[src/rtl/core/ptoh_pkg.sv]
`timescale 1ns / 1ps
// ----------------------------------------------------------------------------
// ptoh_pkg
// Shared types, codes and string tables for the text to html stream block.
// ----------------------------------------------------------------------------
package ptoh_pkg;

    localparam int MAX_SEGS = 5;
    localparam int MAX_SEG_LEN = 23;
    localparam int TEXT_W = 8 * MAX_SEG_LEN;
    localparam int LEN_W = 5;

    localparam logic OP_TEXT = 1'b0;
    localparam logic OP_END  = 1'b1;

    localparam logic [7:0] CH_NL     = 8'h0A;
    localparam logic [7:0] CH_LT     = 8'h3C;
    localparam logic [7:0] CH_GT     = 8'h3E;
    localparam logic [7:0] CH_AMP    = 8'h26;
    localparam logic [7:0] CH_LBRACE = 8'h7B;
    localparam logic [7:0] CH_RBRACE = 8'h7D;

    // output segment kinds, in the order they may appear for one item
    typedef enum logic [3:0] {
        SEG_P_OPEN,
        SEG_TAG_PREFIX,
        SEG_BREAK,
        SEG_PARA,
        SEG_SPAN_CLOSE,
        SEG_GT,
        SEG_AMP,
        SEG_SPAN_OPEN,
        SEG_CHAR,
        SEG_P_CLOSE
    } seg_code_t;

    typedef struct packed {
        seg_code_t [MAX_SEGS-1:0] segs;
        logic [2:0]               count;
        logic [3:0]               prefix_len;
        logic [7:0]               ch;
    } plan_t;

    localparam logic [8*3-1:0]  S_P_OPEN     = "<p>";
    localparam logic [8*8-1:0]  S_TAG_PREFIX = "&lt;br /";
    localparam logic [8*5-1:0]  S_BREAK      = "<br/>";
    localparam logic [8*7-1:0]  S_PARA       = "</p><p>";
    localparam logic [8*7-1:0]  S_SPAN_CLOSE = "</span>";
    localparam logic [8*4-1:0]  S_GT         = "&gt;";
    localparam logic [8*5-1:0]  S_AMP        = "&amp;";
    localparam logic [8*23-1:0] S_SPAN_OPEN  = "<span class=\"footnote\">";
    localparam logic [8*4-1:0]  S_P_CLOSE    = "</p>";

    // segment text, first byte in the top byte
    function automatic logic [TEXT_W-1:0] seg_text(input seg_code_t code);
        logic [TEXT_W-1:0] t;
        t = '0;
        unique case (code)
            SEG_P_OPEN:     t = {S_P_OPEN, {20{8'h00}}};
            SEG_TAG_PREFIX: t = {S_TAG_PREFIX, {15{8'h00}}};
            SEG_BREAK:      t = {S_BREAK, {18{8'h00}}};
            SEG_PARA:       t = {S_PARA, {16{8'h00}}};
            SEG_SPAN_CLOSE: t = {S_SPAN_CLOSE, {16{8'h00}}};
            SEG_GT:         t = {S_GT, {19{8'h00}}};
            SEG_AMP:        t = {S_AMP, {18{8'h00}}};
            SEG_SPAN_OPEN:  t = S_SPAN_OPEN;
            SEG_P_CLOSE:    t = {S_P_CLOSE, {19{8'h00}}};
            default:        t = '0;
        endcase
        return t;
    endfunction

    function automatic logic [LEN_W-1:0] seg_len(input seg_code_t code,
                                                 input logic [3:0] prefix_len);
        logic [LEN_W-1:0] n;
        n = 5'd1;
        unique case (code)
            SEG_P_OPEN:     n = 5'd3;
            SEG_TAG_PREFIX: n = {1'b0, prefix_len};
            SEG_BREAK:      n = 5'd5;
            SEG_PARA:       n = 5'd7;
            SEG_SPAN_CLOSE: n = 5'd7;
            SEG_GT:         n = 5'd4;
            SEG_AMP:        n = 5'd5;
            SEG_SPAN_OPEN:  n = 5'd23;
            SEG_CHAR:       n = 5'd1;
            SEG_P_CLOSE:    n = 5'd4;
            default:        n = 5'd1;
        endcase
        return n;
    endfunction

endpackage

[src/rtl/core/ptoh_front.sv]
`timescale 1ns / 1ps
// ----------------------------------------------------------------------------
// ptoh_front
// Accepts input items, tracks paragraph, newline, footnote and break tag
// state, and turns each item into a list of output segments.
// ----------------------------------------------------------------------------
module ptoh_front
    import ptoh_pkg::*;
(
    input  logic       aclk,
    input  logic       aresetn,
    input  logic       s_valid,
    output logic       s_ready,
    input  logic       s_opcode,
    input  logic [7:0] s_char_in,
    output logic       plan_valid,
    input  logic       plan_ready,
    output plan_t      plan
);

    localparam logic [2:0] TAG_LAST = 3'd5;

    logic       opened_reg, opened_next;
    logic       emitted_reg, emitted_next;
    logic       in_fn_reg, in_fn_next;
    logic [1:0] nl_reg, nl_next;
    logic [2:0] prog_reg, prog_next;
    logic       accept;

    function automatic logic [7:0] tag_char(input logic [2:0] pos);
        logic [7:0] c;
        c = 8'h00;
        unique case (pos)
            3'd1:    c = 8'h62;
            3'd2:    c = 8'h72;
            3'd3:    c = 8'h20;
            3'd4:    c = 8'h2F;
            3'd5:    c = 8'h3E;
            default: c = 8'h00;
        endcase
        return c;
    endfunction

    assign s_ready = plan_ready;
    assign accept  = s_valid && s_ready;

    always_comb begin
        logic [2:0] n;
        logic       take;
        n            = 3'd0;
        take         = 1'b0;
        plan         = '0;
        plan.ch      = s_char_in;
        opened_next  = 1'b1;
        emitted_next = emitted_reg;
        in_fn_next   = in_fn_reg;
        nl_next      = nl_reg;
        prog_next    = prog_reg;

        if (!opened_reg) begin
            plan.segs[n] = SEG_P_OPEN;
            n = n + 3'd1;
        end

        if (s_opcode == OP_TEXT) begin
            if (prog_reg != 3'd0) begin
                if (s_char_in == tag_char(prog_reg)) begin
                    if (prog_reg == TAG_LAST) begin
                        plan.segs[n] = SEG_BREAK;
                        n = n + 3'd1;
                        emitted_next = 1'b1;
                        prog_next = 3'd0;
                    end else begin
                        prog_next = prog_reg + 3'd1;
                    end
                end else begin
                    plan.segs[n] = SEG_TAG_PREFIX;
                    n = n + 3'd1;
                    plan.prefix_len = {1'b0, prog_reg} + 4'd3;
                    emitted_next = 1'b1;
                    prog_next = 3'd0;
                    take = 1'b1;
                end
            end else begin
                take = 1'b1;
            end

            if (take) begin
                if (s_char_in == CH_NL) begin
                    if (emitted_next && nl_reg != 2'd2) begin
                        nl_next = nl_reg + 2'd1;
                    end
                end else begin
                    if (nl_reg == 2'd1) begin
                        plan.segs[n] = SEG_BREAK;
                        n = n + 3'd1;
                        emitted_next = 1'b1;
                    end else if (nl_reg == 2'd2) begin
                        plan.segs[n] = SEG_PARA;
                        n = n + 3'd1;
                        emitted_next = 1'b1;
                    end
                    nl_next = 2'd0;
                    unique case (s_char_in)
                        CH_LT: begin
                            prog_next = 3'd1;
                        end
                        CH_GT: begin
                            plan.segs[n] = SEG_GT;
                            n = n + 3'd1;
                            emitted_next = 1'b1;
                        end
                        CH_AMP: begin
                            plan.segs[n] = SEG_AMP;
                            n = n + 3'd1;
                            emitted_next = 1'b1;
                        end
                        CH_LBRACE: begin
                            plan.segs[n] = in_fn_reg ? SEG_CHAR : SEG_SPAN_OPEN;
                            n = n + 3'd1;
                            in_fn_next = 1'b1;
                            emitted_next = 1'b1;
                        end
                        CH_RBRACE: begin
                            if (in_fn_reg) begin
                                plan.segs[n] = SEG_SPAN_CLOSE;
                                n = n + 3'd1;
                                in_fn_next = 1'b0;
                            end
                            plan.segs[n] = SEG_CHAR;
                            n = n + 3'd1;
                            emitted_next = 1'b1;
                        end
                        default: begin
                            plan.segs[n] = SEG_CHAR;
                            n = n + 3'd1;
                            emitted_next = 1'b1;
                        end
                    endcase
                end
            end
        end else begin
            if (prog_reg != 3'd0) begin
                plan.segs[n] = SEG_TAG_PREFIX;
                n = n + 3'd1;
                plan.prefix_len = {1'b0, prog_reg} + 4'd3;
            end
            if (nl_reg == 2'd1) begin
                plan.segs[n] = SEG_BREAK;
                n = n + 3'd1;
            end else if (nl_reg == 2'd2) begin
                plan.segs[n] = SEG_PARA;
                n = n + 3'd1;
            end
            if (in_fn_reg) begin
                plan.segs[n] = SEG_SPAN_CLOSE;
                n = n + 3'd1;
            end
            plan.segs[n] = SEG_P_CLOSE;
            n = n + 3'd1;
            opened_next  = 1'b0;
            emitted_next = 1'b0;
            in_fn_next   = 1'b0;
            nl_next      = 2'd0;
            prog_next    = 3'd0;
        end

        plan.count = n;
    end

    assign plan_valid = accept && (plan.count != 3'd0);

    always_ff @(posedge aclk) begin
        if (!aresetn) begin
            opened_reg  <= 1'b0;
            emitted_reg <= 1'b0;
            in_fn_reg   <= 1'b0;
            nl_reg      <= 2'd0;
            prog_reg    <= 3'd0;
        end else if (accept) begin
            opened_reg  <= opened_next;
            emitted_reg <= emitted_next;
            in_fn_reg   <= in_fn_next;
            nl_reg      <= nl_next;
            prog_reg    <= prog_next;
        end
    end

endmodule

[src/rtl/core/ptoh_queue.sv]
`timescale 1ns / 1ps
// ----------------------------------------------------------------------------
// ptoh_queue
// Short register queue of segment lists between the front and back parts.
// ----------------------------------------------------------------------------
module ptoh_queue
    import ptoh_pkg::*;
#(
    parameter int DEPTH = 4
) (
    input  logic  aclk,
    input  logic  aresetn,
    input  logic  push,
    input  plan_t push_data,
    output logic  full,
    input  logic  pop,
    output logic  head_valid,
    output plan_t head_data
);

    localparam int PTR_W = (DEPTH > 1) ? $clog2(DEPTH) : 1;
    localparam int CNT_W = $clog2(DEPTH + 1);
    localparam logic [PTR_W-1:0] PTR_LAST = PTR_W'(DEPTH - 1);
    localparam logic [CNT_W-1:0] CNT_FULL = CNT_W'(DEPTH);

    plan_t            entries [DEPTH];
    logic [PTR_W-1:0] wr_ptr_reg, wr_ptr_next;
    logic [PTR_W-1:0] rd_ptr_reg, rd_ptr_next;
    logic [CNT_W-1:0] cnt_reg, cnt_next;
    logic             do_push, do_pop;

    assign full       = (cnt_reg == CNT_FULL);
    assign head_valid = (cnt_reg != '0);
    assign head_data  = entries[rd_ptr_reg];
    assign do_push    = push && !full;
    assign do_pop     = pop && head_valid;

    always_comb begin
        wr_ptr_next = wr_ptr_reg;
        rd_ptr_next = rd_ptr_reg;
        cnt_next    = cnt_reg;
        if (do_push) begin
            wr_ptr_next = (wr_ptr_reg == PTR_LAST) ? '0 : wr_ptr_reg + 1'b1;
        end
        if (do_pop) begin
            rd_ptr_next = (rd_ptr_reg == PTR_LAST) ? '0 : rd_ptr_reg + 1'b1;
        end
        if (do_push && !do_pop) begin
            cnt_next = cnt_reg + 1'b1;
        end else if (do_pop && !do_push) begin
            cnt_next = cnt_reg - 1'b1;
        end
    end

    always_ff @(posedge aclk) begin
        if (do_push) begin
            entries[wr_ptr_reg] <= push_data;
        end
    end

    always_ff @(posedge aclk) begin
        if (!aresetn) begin
            wr_ptr_reg <= '0;
            rd_ptr_reg <= '0;
            cnt_reg    <= '0;
        end else begin
            wr_ptr_reg <= wr_ptr_next;
            rd_ptr_reg <= rd_ptr_next;
            cnt_reg    <= cnt_next;
        end
    end

endmodule

[src/rtl/core/ptoh_back.sv]
`timescale 1ns / 1ps
// ----------------------------------------------------------------------------
// ptoh_back
// Walks the segment list at the queue head and sends one html byte per
// cycle while the receiver is ready, through a registered output stage.
// ----------------------------------------------------------------------------
module ptoh_back
    import ptoh_pkg::*;
(
    input  logic       aclk,
    input  logic       aresetn,
    input  logic       head_valid,
    input  plan_t      head_data,
    output logic       pop,
    output logic       m_valid,
    input  logic       m_ready,
    output logic [7:0] m_out_byte,
    output logic       m_last_of_run,
    output logic       m_end_of_document
);

    logic [2:0]        slot_reg, slot_next;
    logic [LEN_W-1:0]  idx_reg, idx_next;
    logic              m_valid_reg, m_valid_next;
    logic [7:0]        byte_reg;
    logic              last_reg;
    logic              eod_reg;

    seg_code_t         code;
    logic [LEN_W-1:0]  len;
    logic [TEXT_W-1:0] text_shifted;
    logic [7:0]        cur_byte;
    logic              last_byte, last_seg, advance;

    assign code         = head_data.segs[slot_reg];
    assign len          = seg_len(code, head_data.prefix_len);
    assign text_shifted = seg_text(code) << {idx_reg, 3'b000};
    assign cur_byte     = (code == SEG_CHAR) ? head_data.ch
                                             : text_shifted[TEXT_W-1 -: 8];
    assign last_byte    = (idx_reg == len - 5'd1);
    assign last_seg     = (slot_reg == head_data.count - 3'd1);
    assign advance      = head_valid && (!m_valid_reg || m_ready);
    assign pop          = advance && last_byte && last_seg;

    always_comb begin
        slot_next    = slot_reg;
        idx_next     = idx_reg;
        m_valid_next = m_valid_reg;
        if (advance) begin
            m_valid_next = 1'b1;
            if (last_byte) begin
                idx_next  = '0;
                slot_next = last_seg ? 3'd0 : slot_reg + 3'd1;
            end else begin
                idx_next = idx_reg + 5'd1;
            end
        end else if (m_ready) begin
            m_valid_next = 1'b0;
        end
    end

    always_ff @(posedge aclk) begin
        if (!aresetn) begin
            slot_reg    <= 3'd0;
            idx_reg     <= '0;
            m_valid_reg <= 1'b0;
        end else begin
            slot_reg    <= slot_next;
            idx_reg     <= idx_next;
            m_valid_reg <= m_valid_next;
        end
    end

    always_ff @(posedge aclk) begin
        if (advance) begin
            byte_reg <= cur_byte;
            last_reg <= last_byte && last_seg;
            eod_reg  <= last_byte && last_seg && (code == SEG_P_CLOSE);
        end
    end

    assign m_valid           = m_valid_reg;
    assign m_out_byte        = byte_reg;
    assign m_last_of_run     = last_reg;
    assign m_end_of_document = eod_reg;

endmodule

[src/rtl/core/plain_text_to_html_stream.sv]
`timescale 1ns / 1ps
// ----------------------------------------------------------------------------
// plain_text_to_html_stream
// Plain text byte stream to html byte stream with entity escaping,
// paragraph and line break handling and footnote spans.
//
//   channel   ports                                       direction
//   input     s_valid s_ready s_opcode s_char_in          in
//   result    m_valid m_ready m_out_byte m_last_of_run    out
//             m_end_of_document
//
// the front part takes one item per cycle while the segment queue has room
// the back part sends one html byte per cycle while the receiver is ready; an
// item expands to between 1 and 31 bytes; items with no output (held newlines,
// partial break tag) never reach the queue
// aresetn clears all state; both sides stall independently through the queue
// ----------------------------------------------------------------------------
module plain_text_to_html_stream
    import ptoh_pkg::*;
#(
    parameter int QUEUE_DEPTH = 4
) (
    input  logic       aclk,
    input  logic       aresetn,
    input  logic       s_valid,
    output logic       s_ready,
    input  logic       s_opcode,
    input  logic [7:0] s_char_in,
    output logic       m_valid,
    input  logic       m_ready,
    output logic [7:0] m_out_byte,
    output logic       m_last_of_run,
    output logic       m_end_of_document
);

    plan_t plan;
    plan_t head_data;
    logic  plan_valid;
    logic  queue_full;
    logic  head_valid;
    logic  pop;

    ptoh_front u_front (
        .aclk       (aclk),
        .aresetn    (aresetn),
        .s_valid    (s_valid),
        .s_ready    (s_ready),
        .s_opcode   (s_opcode),
        .s_char_in  (s_char_in),
        .plan_valid (plan_valid),
        .plan_ready (!queue_full),
        .plan       (plan)
    );

    ptoh_queue #(
        .DEPTH (QUEUE_DEPTH)
    ) u_queue (
        .aclk       (aclk),
        .aresetn    (aresetn),
        .push       (plan_valid),
        .push_data  (plan),
        .full       (queue_full),
        .pop        (pop),
        .head_valid (head_valid),
        .head_data  (head_data)
    );

    ptoh_back u_back (
        .aclk              (aclk),
        .aresetn           (aresetn),
        .head_valid        (head_valid),
        .head_data         (head_data),
        .pop               (pop),
        .m_valid           (m_valid),
        .m_ready           (m_ready),
        .m_out_byte        (m_out_byte),
        .m_last_of_run     (m_last_of_run),
        .m_end_of_document (m_end_of_document)
    );

endmodule

[config.mk]
export PLATFORM = sky130hd
export DESIGN_NAME = plain_text_to_html_stream
export DESIGN_NICKNAME = d
export VERILOG_FILES = /design/src/rtl/core/ptoh_pkg.sv /design/src/rtl/core/ptoh_front.sv /design/src/rtl/core/ptoh_queue.sv /design/src/rtl/core/ptoh_back.sv /design/src/rtl/core/plain_text_to_html_stream.sv
export SDC_FILE = /design/constraint.sdc
export NUM_CORES = 1
export LEC_CHECK = 0
export BUFFER_PORTS_ARGS = -buffer_cell sky130_fd_sc_hd__buf_2
export CAP_MARGIN = 5
export CORE_MARGIN = 1.5
export CORE_UTILIZATION = 50
export CTS_CLUSTER_DIAMETER = 80
export DETAILED_ROUTE_END_ITERATION = 8
export HOLD_SLACK_MARGIN = 0.05
export PLACE_DENSITY_LB_ADDON = 0.05
export SYNTH_ARGS = -nofsm -noshare
export SYNTH_HDL_FRONTEND = slang
export SYNTH_HIERARCHICAL = 1
export SYNTH_SLANG_ARGS = --single-unit
[constraint.sdc]
create_clock -name aclk -period 14.9 [get_ports aclk]
set_input_delay 0 -clock aclk [delete_from_list [all_inputs] [get_ports aclk]]
set_output_delay 0 -clock aclk [all_outputs]
set_load 0.1 [all_outputs]
==> key figures, run 1 <==
Yosys
  • EDFF count, synth: 150
  • Unique masters post-synth: approximately 90
  • Post-Synth Adder-Cell Area: 0.0495
  • Syn_nets: ~1.0k
  • Xor/xnor share of the synthesized area: 0.0171
  • Yosys reg bits: roughly 180
  • Synth Area in Compound Gates: 0.174
  • Main combinational cell family by area after synthesis: compound AO/OA/AOI/OAI gates
  • Yosys warning total: 6
  • Simple-gate portion of the synthesized area: 0.145
  • Mapped cell area: between 10000 and 15000 um2
  • Ys async rst share: 0
  • Avg Inst Size Synth: roughly 11 um2
  • Cells after synthesis: 994
  • Mux share of post-synthesis cell area: 0.0949
  • Ys flop type: edfxtp_1
  • Register area share after synthesis: 0.467

STA
  • Max_slew headroom: 0.194
  • Hold_ws: around 0.12 ns
  • Setup TNS Final: 0 ns
  • Final Setup Violations: 0
  • Clock period minus worst slack: 7.83 ns
  • Max Slew Vio Count: 0
  • Hold Fails Final Rpt: 0
  • Unrepaired setup endpoints after global routing: false
  • Clock skew: 0.0170 ns
  • Worst slew pin tran: 1.19 ns
  • Final worst-path cycle share: 0.526
  • F_max: 0.128 GHz

Pwr
  • Peak VDD IR: 82.9 uV
  • Clk pwr share: 0.239
  • Pwr dens: around 150 nW/um2
  • Sw Ratio: 0.392
  • Net Sw Power: about 0.00069 W
  • P_int: 0.00106 W
  • Comb pwr share: 0.386
  • Register share of total power: 0.374
  • Total leakage power: approximately 4.0 nW
  • Total power: 0.00175 W

CTS
  • Inserted Clock Buffers: 17
  • Worst-Skew Late Latency: around 0.43 ns
  • Sink Count: between 150 and 200
  • Bufs on Longest Clock Path: 2
  • Root buffer cell: clkbuf_16
  • Max H-tree Level: 4
  • Clk slew on worst S/H paths: 0.07 ns
  • CTS tree: yes
  • Post-cts gate resize count: 0

Drt
  • DR WL met3: 1640 um
  • Top sig layer: met4
  • Routed Antenna Nets: 0
  • Via-to-Cell Ratio: 6.35
  • Avg WL per Cell: 21.3 um
  • Initial DRC Count: 747
  • Total number of vias: about 8.1k
  • Routed WL: between 20000 and 30000 um
  • Initial DRT Pass Iterations: 5
  • Met1 wire length: 11600 um
  • DRC: 0
  • Met2 Routed Length: 13300 um

Min path
  • Hold_sp: aresetn
  • Hold Crit Class: input port to flop
  • Hold worst-path end: u_queue/wr_ptr_reg[0]
  • WHS Path Cells: 3

Global route
  • Largest net degree at the start of global routing: 39
  • Tot GR Track Use: 0.253
  • Vias in the first global route: 7784
  • First-pass GRT wire length: 43000 um
  • Antenna violations before repair: 0
  • Gr ovfl total: 0

Worst setup path
  • CP max stage delay: 0.71 ns
  • Critical path arrival: between 8 and 9 ns
  • CP max FO: 14
  • Critical path launch point type: flop
  • Worst path slowest cell: nor4_4
  • Crit path kind: flop to flop
  • Worst R2R Setup Slack: between 7 and 8 ns
  • Worst reg2reg path depth: 28
  • Cell mode on critical path: ha_1
  • Worst R2R End: u_queue/cnt_reg[2]
  • Critical path required time: 15.25 ns
  • CP endpoint kind: flop
  • Worst r2r src: u_front/prog_reg[1]

Floorplanning
  • Initial core utilization: 0.510
  • Width of the die: 150 um
  • Row count: 53
  • Die area: 22400 um2
  • Top Ports: 25
  • Core box area: between 20000 and 25000 um2
  • Die Height: 150 um

Finish
  • Area grow syn2layout: 7.82%
  • Share of layout cells above drive strength 1: 0.132
  • ANT cells: 0
  • Max reg flops: 140
  • Final non-filler cell total: 1276
  • Final Util: 0.550
  • Fin nets: approximately 1.0k

Place
  • Placed cells: 1235
  • I/O Buffers: 24
  • DP HPWL: 18900 um
  • Final Wtd Congestion: a little under 1

Job
  • Max Cap Viol: 0

Status
  • Outcome: complete, no violations
[kinds of logic (layout without fill, tap and decap cells)]
group,count (synthesis),after routing
AND/OR/NAND/NOR,309,309
AO/OA/AOI/OAI,273,273
flip-flops,176,176
buffers and inverters,120,127
multiplexers,53,53
adder cells (fa/ha/maj),42,42
XOR/XNOR,21,21
[through the flow]
| step | worst slack (ns) | area [um2] |
|---|---|---|
| after floorplan | 8.61 | 10800 |
| after global placement | 7.42 | 11000 |
| after detailed placement | 7.17 | 11000 |
| after CTS | 7.12 | 11600 |
| after global routing | 6.45 | 11600 |
| final | 7.07 | 11600 |
[cell type report]
| cell class | instances | area [um2] |
|---|---|---|
| clock inverter | 14 | 129 |
| fill | 1800 | 9490 |
| multi-input combinational | 698 | 5170 |
| sequential | 176 | 5030 |
| timing repair buffer | 48 | 323 |
| tap | 275 | 344 |
| inverter | 47 | 176 |
| clock buffer | 18 | 429 |
[placed cells by master, fill, tap and decap left out, types with 7 or more instances in the layout]
master         count
a21oi_1           65
clkbuf_16         17
inv_1             46
a31oi_1            8
buf_2             24
nor2b_1           11
xnor2_1           12
nand3_1           33
a211oi_1           9
dlygate4sd3_1      9
nor3_1            23
and3_1             7
o31ai_1           10
buf_4             15
a22oi_1            9
and2_1            13
mux4_2            32
nand2_1           94
edfxtp_1         150
xor2_1             9
dfxtp_1           25
or3_1              8
o211ai_1          13
ha_1              41
nor4_1             9
o21ai_0           60
mux2i_1           11
nor2_1            64
o22ai_1           10
[critical path, delay by kind of cell, from the launching register on]
| family | cells | cell delay (ns) |
|---|---|---|
| buffers and inverters | 3 | 0.27 |
| multiplexers | 1 | 0.44 |
| flip-flops | 1 | 0.39 |
| XOR/XNOR | 2 | 0.28 |
| adder cells (fa/ha/maj) | 6 | 2.03 |
| AND/OR/NAND/NOR | 10 | 3.22 |
| AO/OA/AOI/OAI | 6 | 1.09 |
[timing repair]
item,CTS,global route
hold buffers,9,0
hold endpoints to repair,33,0
setup endpoints to repair,0,0
buffers inserted,0,0
[worst max path at each step]
stage          cells past startpoint                    end           startpoint
6_report                          28     u_queue/cnt_reg[2]  u_front/prog_reg[1]
5_1_grt                           28     u_queue/cnt_reg[2]  u_front/prog_reg[1]
4_1_cts                           28     u_queue/cnt_reg[2]  u_front/prog_reg[1]
3_5_place_dp                      28     u_queue/cnt_reg[2]  u_front/prog_reg[1]
3_3_place_gp                      28     u_queue/cnt_reg[2]  u_front/prog_reg[1]
2_1_floorplan                     25  u_queue/entries[0][0]  u_front/prog_reg[1]
[synthesized netlist by cell type, types with 7 or more instances]
master,n,share of area
a211oi_1,9,0.0063
a21oi_1,65,0.030
a22oi_1,9,0.0063
a31oi_1,8,0.0047
and2_1,17,0.0099
and3_1,7,0.0041
buf_2,16,0.0074
buf_4,10,0.0070
clkbuf_1,38,0.013
dfxtp_1,26,0.048
edfxtp_1,150,0.42
ha_1,41,0.048
inv_1,46,0.016
mux2i_1,11,0.010
mux4_2,32,0.067
nand2_1,94,0.033
nand3_1,33,0.015
nor2_1,64,0.022
nor2b_1,11,0.0064
nor3_1,23,0.011
nor4_1,9,0.0052
o211ai_1,13,0.0091
o21ai_0,60,0.028
o22ai_1,10,0.0058
o31ai_1,10,0.0070
or3_1,8,0.0047
xnor2_1,12,0.0098
xor2_1,9,0.0073
[per-layer routing]
layer | vias to the layer above | track usage
met5 | - | 0
met4 | 0 | 0.0975
met3 | 48 | 0.0357
met2 | 325 | 0.426
met1 | 3926 | 0.332
li1 | 3801 | -
[power groups by stage]
stage,logic [W],clock network (W),registers [W]
after CTS,0.000675,0.000429,0.000656
after detailed placement,0.000671,0,0.000666
after global routing,0.000734,0.000448,0.000662
after floorplan,0.000419,0,0.000769
final,0.000676,0.000419,0.000655
after global placement,0.000672,0,0.000663
Note: power is estimated with default switching activity, not from simulation.
==> run 2, diff against run 1 <==
Settings changed: ABC_AREA set to 1.
Clock period 14.9 ns to 7.7 ns, I/O delays scaled along.
==> run 2 against run 1 <==
  * Utilization grew 0.92 points
  * Register-to-register slack lost 5.6 ns
  * Die area grew 1.5%
  * Highest routed layer unchanged
  * Critical endpoint is now u_queue/entries[0][17]
  * Worst hold slack gained 0.080 ns
  * Non-clock buffer count shrank 3
  * Clock skew shrank 0.0042 ns
  * Count of clock-buffer cells in the layout shrank 1
  * Fmax grew 26%
  * Cell area grew 2.3%
==> key figures, run 2 <==
Floorplanning
  • Row count: 53 (unchanged)
  • Width of the die: 151 um (+0.73%)
  • Die area: 22700 um2 (+1.5%)
  • Initial core utilization: 0.515 (+0.00436)
  • Die Height: 151 um (+0.73%)
  • Top Ports: 25 (unchanged)
  • Core box area: 21200 um2 (+0.63%)

Global route
  • Largest net degree at the start of global routing: 71 (+82%)
  • Gr ovfl total: 0 (unchanged)
  • Vias in the first global route: 8518 (+9.4%)
  • First-pass GRT wire length: 45000 um (+4.7%)
  • Antenna violations before repair: 0 (unchanged)
  • Tot GR Track Use: 0.260 (+0.00695)

CTS
  • Clk slew on worst S/H paths: 0.07 ns (about the same)
  • Inserted Clock Buffers: 17 (unchanged)
  • Sink Count: 176 (unchanged)
  • Max H-tree Level: 4 (unchanged)
  • CTS tree: yes
  • Bufs on Longest Clock Path: 2 (unchanged)
  • Post-cts gate resize count: 0 (unchanged)
  • Root buffer cell: clkbuf_16
  • Worst-Skew Late Latency: 0.42 ns (about the same)

STA
  • Final worst-path cycle share: 0.804 (+0.279)
  • F_max: 0.161 GHz (+26%)
  • Final Setup Violations: 0 (unchanged)
  • Unrepaired setup endpoints after global routing: false
  • Clock skew: 0.0128 ns (-0.00419 ns)
  • Hold Fails Final Rpt: 0 (unchanged)
  • Max_slew headroom: 0.217 (+0.0224)
  • Worst slew pin tran: 1.17 ns (-0.0212 ns)
  • Max Slew Vio Count: 0 (unchanged)
  • Setup TNS Final: 0 ns (unchanged)
  • Clock period minus worst slack: 6.19 ns (-1.64 ns)

Worst setup path
  • Worst R2R End: u_queue/entries[0][17]
  • CP max stage delay: 0.98 ns (+0.27 ns)
  • Critical path launch point type: flop
  • Cell mode on critical path: nand2_1
  • Family with the most delay on the worst path: simple AND/OR/NAND/NOR gates
  • Critical path arrival: 6.23 ns (-1.95 ns)
  • Worst reg2reg path depth: 26 (-7.1%)
  • CP Buf/Inv Count: 3 (unchanged)
  • CP endpoint kind: flop
  • Crit path depth: 26 (-7.1%)
  • CP max FO: 35 (+21)
  • Critical Path Start: u_front/prog_reg[2]
  • Worst r2r src: u_front/prog_reg[2]
  • Crit path kind: flop to flop
  • Critical path required time: 7.73 ns (-7.52 ns)
  • Worst path slowest cell: nor2_4
  • Critical Path End: u_queue/entries[0][17]
  • Worst R2R Setup Slack: 1.51 ns (-5.56 ns)

Place
  • Final Wtd Congestion: 1.03 (+7.0%)
  • DP HPWL: 20200 um (+6.7%)
  • I/O Buffers: 24 (unchanged)
  • Placed cells: 1576 (+28%)

Drt
  • Avg WL per Cell: 17.8 um (-16%)
  • Met1 wire length: 13000 um (+12%)
  • Routed WL: 28900 um (+6.0%)
  • Initial DRC Count: 974 (+30%)
  • Top sig layer: met4
  • DRC: 0 (unchanged)
  • Total number of vias: 9206 (+14%)
  • Met2 Routed Length: 13700 um (+3.2%)
  • Initial DRT Pass Iterations: 6 (+1)
  • Routed Antenna Nets: 0 (unchanged)
  • Via-to-Cell Ratio: 5.69 (-10%)
  • DR WL met3: 1440 um (-12%)

Pwr
  • P_int: 0.00224 W (+110%)
  • Total leakage power: 4.84 nW (+20%)
  • Peak VDD IR: 176 uV (+110%)
  • Net Sw Power: 0.00180 W (+160%)
  • Sw Ratio: 0.445 (+0.0531)
  • Comb pwr share: 0.452 (+0.066)
  • Register share of total power: 0.332 (-0.042)
  • Clk pwr share: 0.215 (-0.024)
  • Pwr dens: 340 nW/um2 (+130%)

Yosys
  • Avg Inst Size Synth: 8.27 um2 (-24%)
  • Ys flop type: edfxtp_1
  • Synth cell count leaders: nand2_1 (247), nor2_1 (186), edfxtp_1 (150)
  • Biggest area consumer among synthesized cells: edfxtp_1
  • Ys async rst share: 0 (unchanged)
  • Cells after synthesis: 1321 (+33%)
  • Yosys reg bits: 176 (unchanged)
  • Largest cells by area after synthesis: edfxtp_1 (41%), nand2_1 (8.5%), nor2_1 (6.4%)
  • Top-count cell post-synth: nand2_1
  • Mapped cell area: 10900 um2 (+1.5%)
  • Post-synth top area share: 0.413 (-0.00614)
  • Register area share after synthesis: 0.460 (-0.00685)
  • EDFF count, synth: 150 (unchanged)
  • Syn_nets: 1376 (+31%)
  • Yosys warning total: 6 (unchanged)
  • Unique masters post-synth: 58 (-36%)

Finish
  • ANT cells: 0 (unchanged)
  • Area grow syn2layout: 8.69%
  • Fin nets: 1386 (+33%)
  • Most common cell after layout, fill and taps aside: nand2_1
  • Max reg flops: 140 (unchanged)
  • Fill count: 1985 (+10%)
  • Share of layout cells above drive strength 1: 0.115 (-0.0173)
  • Multi-input logic area: 4990 um2 (-3.6%)
  • Sequential cell area: 5030 um2 (unchanged)
  • Final non-filler cell total: 1619 (+27%)
  • Commonest non-fill, non-tap cells in the layout: nand2_1 (247), nor2_1 (182), edfxtp_1 (150)

Job
  • Max Cap Viol: 0 (unchanged)

Status
  • Outcome: complete, no violations

Min path
  • Hold Crit Class: input port to flop
  • WHS Path Cells: 4 (+1)
==> run 2: cell count changes in the layout (fill, tap and decap cells not counted), moves of 34 or more <==
cell     delta
o21ai_1    +46
nand2_1   +153
inv_1      +87
nor2_1    +118
o21ai_0    +34
nand3_1    +40
==> run 2: cells by family after synthesis <==
logic type | Yosys count | share of synthesized area
XOR/XNOR | 11 | 0.00882
AND/OR/NAND/NOR | 613 | 0.260
buffers and inverters | 213 | 0.0863
adder cells (fa/ha/maj) | 42 | 0.0488
AO/OA/AOI/OAI | 266 | 0.136
flip-flops | 176 | 0.460
==> run 2: worst reg2reg max path, stage by stage (launching register included) <==
cell	delay, ns
dfxtp_1	0.61
ha_1	0.37
nand2_4	0.12
nand2_1	0.06
nand2_1	0.05
nand2_1	0.08
nor2_4	0.19
nand2_4	0.10
nand2_2	0.10
inv_1	0.05
nor2_1	0.19
ha_1	0.26
or2_2	0.33
nand2_4	0.12
inv_2	0.08
ha_1	0.29
o21a_1	0.20
ha_1	0.22
nand2_1	0.07
nor3b_1	0.19
o22ai_1	0.11
o22ai_1	0.32
or2_0	0.18
o21ai_1	0.11
inv_1	0.10
nand2_1	0.28
nor2_4	0.99
==> run 2: final cells by class <==
type                    instances  share of cell area
flip-flops and latches        176               0.424
multi-input cells             932               0.420
inverters                     159              0.0509
clock buffers                  17              0.0358
well taps                     275              0.0290
repair buffers                 45              0.0257
clock inverters                15              0.0147
==> run 2: power groups by stage <==
stage | Clock, W | Sequential (W) | Combinational, W
after detailed placement | 0 | 0.00136 | 0.00179
after global routing | 0.000922 | 0.00136 | 0.00201
after global placement | 0 | 0.00136 | 0.00180
after floorplan | 0 | 0.00155 | 0.00122
after CTS | 0.000886 | 0.00134 | 0.00180
final | 0.000868 | 0.00134 | 0.00182
==> run 2: layer usage <==
| layer | up-vias | GRT usage |
|---|---|---|
| li1 | 4519 | - |
| met1 | 4322 | 0.357 |
| met2 | 312 | 0.423 |
| met3 | 53 | 0.0334 |
| met4 | 0 | 0.0942 |
| met5 | - | 0 |
==> run 2: timing repair <==
action | 4_1_cts | 5_1_grt
setup buffers | 0 | 0
hold endpoints to repair | 51 | 0
setup endpoints to repair | 0 | 0
hold buffers | 11 | 0
==> run 2: metrics by stage <==
step | utilization | worst slack (ns) | power, W | hold WS [ns] | cell area (um2)
2_1_floorplan | - | 1.79 | 0.00277 | 0.117 | 10900
3_3_place_gp | 0.526 | 1.66 | 0.00315 | 0.288 | 11200
3_5_place_dp | 0.526 | 1.53 | 0.00316 | 0.297 | 11200
4_1_cts | 0.559 | 1.49 | 0.00403 | 0.183 | 11900
5_1_grt | 0.559 | 1.06 | 0.00429 | 0.219 | 11900
6_report | 0.559 | 1.51 | 0.00403 | 0.205 | 11900
==> run 2: how the worst min path moves through the flow <==
stage | start | end | slack [ns]
2_1_floorplan | aresetn | u_front/opened_reg | 0.12
3_3_place_gp | m_ready | u_back/m_valid | 0.29
3_5_place_dp | m_ready | u_back/m_valid | 0.30
4_1_cts | s_opcode | u_front/nl_reg[1] | 0.18
5_1_grt | s_opcode | u_front/nl_reg[1] | 0.22
6_report | s_opcode | u_front/nl_reg[1] | 0.20
==> run 3, diff against run 2 <==
Settings changed: ABC_AREA 1 to 0.
Clock period 7.7 ns to 5.5 ns, I/O delays scaled along.
==> run 3 against run 2 <==
  * Cell area grew 5.0%
  * Sequential share of layout area fell by 1.9 points
  * Critical path depth up 1
  * Power rose by 25%
  * Highest routed layer unchanged
  * Combinational power up 9.9%
  * Clock skew increased by 0.0063 ns
  * Largest cell class is now multi-input combinational cells
  * Utilization is 3.1 points higher
  * Routed wire length up 4.9%
  * Via count fell by 6.8%
  * Clock power increased by 45%
==> key figures, run 3 (synthesis gave the netlist of run 1 again) <==
Finish
  • Finished Cell Area: 12500 um2 (+5.0%)
  • Most common cell after layout, fill and taps aside: edfxtp_1
  • Area grow syn2layout: 15.8%
  • Max reg flops: 140 (unchanged)
  • Share of layout cells above drive strength 1: 0.219 (+0.104)
  • Commonest non-fill, non-tap cells in the layout: edfxtp_1 (150), nand2_1 (92), buf_4 (80)
  • Fin nets: 1112 (-20%)
  • ANT cells: 0 (unchanged)
  • Fill count: 1789 (-9.9%)

Worst setup path
  • Critical Path Start: u_front/prog_reg[1]
  • Critical path arrival: 5.74 ns (-0.49 ns)
  • CP endpoint kind: flop
  • Critical path required time: 5.85 ns (-1.88 ns)
  • Crit path kind: flop to flop
  • Worst R2R Setup Slack: 0.11 ns (-1.40 ns)
  • Critical Path End: u_queue/cnt_reg[2]
  • CP max FO: 3 (-91%)
  • Critical path launch point type: flop
  • Worst reg2reg path depth: 27 (+3.8%)
  • Worst R2R End: u_queue/cnt_reg[2]
  • Worst r2r src: u_front/prog_reg[1]

Pwr
  • P_int: 0.00302 W (+35%)
  • Clk pwr share: 0.250 (+0.035)
  • Comb pwr share: 0.397 (-0.055)
  • Total leakage power: 4.48 nW (-7.4%)
  • Pwr dens: 406 nW/um2 (+19%)
  • Register share of total power: 0.353 (+0.021)
  • Sw Ratio: 0.402 (-0.0436)
  • Peak VDD IR: 227 uV (+28%)
  • Net Sw Power: 0.00203 W (+13%)

STA
  • Max Slew Vio Count: 0 (unchanged)
  • Max_slew headroom: 0.358 (+0.141)
  • F_max: 0.185 GHz (+15%)
  • Hold Fails Final Rpt: 0 (unchanged)
  • Final setup margin: 0.106 ns (-1.40 ns)
  • Unrepaired setup endpoints after global routing: true
  • Worst slew pin tran: 0.962 ns (-0.211 ns)
  • Clock skew: 0.0192 ns (+0.00634 ns)
  • Final worst-path cycle share: 0.981 (+0.176)
  • Final Setup Violations: 0 (unchanged)
  • Clock period minus worst slack: 5.39 ns (-0.800 ns)

CTS
  • Worst-Skew Late Latency: 0.43 ns (about the same)
  • Clk slew on worst S/H paths: 0.08 ns (about the same)
  • Root buffer cell: clkbuf_16
  • Bufs on Longest Clock Path: 2 (unchanged)
  • Inserted Clock Buffers: 17 (unchanged)
  • Max H-tree Level: 4 (unchanged)
  • Sink Count: 176 (unchanged)
  • CTS tree: yes

Place
  • I/O Buffers: 24 (unchanged)
  • Final Wtd Congestion: 0.950 (-7.9%)
  • DP HPWL: 21500 um (+6.7%)
  • DP Worst Slack: -0.124 ns (-1.66 ns)
  • Dpl cell area: 11600 um2 (+3.8%)

Drt
  • Routed Antenna Nets: 0 (unchanged)
  • Routed WL: 30300 um (+4.9%)
  • Total number of vias: 8584 (-6.8%)
  • Initial DRC Count: 983 (+0.92%)
  • DRC: 0 (unchanged)
  • Initial DRT Pass Iterations: 6 (unchanged)
  • Via-to-Cell Ratio: 6.38 (+12%)
  • Avg WL per Cell: 22.5 um (+26%)

Global route
  • Antenna violations before repair: 0 (unchanged)
  • GRT met1 Usage: 0.392 (+0.0349)
  • Grt peak-use layer: met2
  • GR Layer Usage met2: 0.453 (+0.0299)
  • First-pass GRT wire length: 46900 um (+4.4%)
  • Gr ovfl total: 0 (unchanged)
  • Vias in the first global route: 8372 (-1.7%)
  • Met3 Use GR: 0.0357 (+0.00224)
  • Largest net degree at the start of global routing: 36 (-49%)
  • Tot GR Track Use: 0.276 (+0.0161)

Status
  • Outcome: complete, no violations

Min path
  • Hold_sp: aresetn
  • Hold Crit Class: input port to flop

Floorplanning
  • Top Ports: 25 (unchanged)
  • Die area: 22400 um2 (-1.4%)
  • Core box area: 21100 um2 (-0.63%)
  • Row count: 53 (unchanged)
  • Width of the die: 150 um (-0.72%)
  • Initial core utilization: 0.510 (-0.00436)
  • Die Height: 150 um (-0.72%)

Job
  • Max Cap Viol: 0 (unchanged)
run 3: area by class of cell:
class                   instances  area (um2)  area share
clock buffers                  17         425      0.0342
clock inverters                15         210      0.0169
inverters                      47         176      0.0142
multi-input cells             698        5370       0.431
flip-flops and latches        176        5030       0.404
well taps                     275         344      0.0276
repair buffers                117         892      0.0716
run 3: how the worst min path moves through the flow:
stage	to	slack, ns	depth (start not counted)
finish	u_front/prog_reg[0]	0.08	2
floorplan	u_front/prog_reg[1]	0.13	1
CTS	u_queue/entries[2][2]	0.06	2
global placement	u_queue/entries[2][7]	0.31	1
global route	u_queue/entries[1][2]	0.07	2
detailed placement	u_queue/entries[3][7]	0.32	1
run 3: per-stage QoR:
stage	TNS, ns	hold slack, ns	util	total power, W	std cells
CTS	0	0.0633	0.586	0.00502	1341
global route	-0.120	0.0743	0.591	0.00530	1345
floorplan	0	0.128	-	0.00324	994
finish	0	0.0775	0.591	0.00505	1345
detailed placement	-0.124	0.319	0.549	0.00375	1300
global placement	-0.0408	0.314	0.549	0.00372	1300
run 3: power groups by stage:
stage | Combinational [W] | Sequential [W] | Clock, W
after floorplan | 0.00116 | 0.00208 | 0
after global placement | 0.00192 | 0.00180 | 0
after detailed placement | 0.00194 | 0.00181 | 0
after CTS | 0.00196 | 0.00178 | 0.00128
after global routing | 0.00216 | 0.00181 | 0.00133
final | 0.00200 | 0.00179 | 0.00126
run 3: layer usage:
metal  up-vias  share of wire
met1      4243           0.44
met2       356           0.48
met5         -              0
met3        51          0.058
li1       3934              -
met4         0          0.016
run 3: critical path: stages, from the launching register on:
cell      delay, ns
dfxtp_2        0.34
inv_2          0.06
ha_1           0.20
or3_1          0.35
a211o_1        0.32
nor4_4         0.40
mux2_4         0.35
and2_4         0.15
ha_4           0.25
nand2_8        0.07
nand2_8        0.05
ha_4           0.29
o21ai_4        0.05
inv_1          0.06
ha_2           0.17
o21ai_1        0.05
a22oi_1        0.22
nor2_1         0.09
xnor2_1        0.20
a32oi_2        0.11
a41oi_2        0.23
nor2b_4        0.20
ha_4           0.14
inv_1          0.05
fa_2           0.33
xor2_1         0.16
or3_1          0.30
a21boi_1       0.12
run 3: timing repair:
action,4_1_cts,5_1_grt
setup buffers,1,4
hold endpoints to repair,29,0
hold buffers,8,0
setup endpoints to repair,1,2
gates resized for setup,8,16
pin swaps,4,11
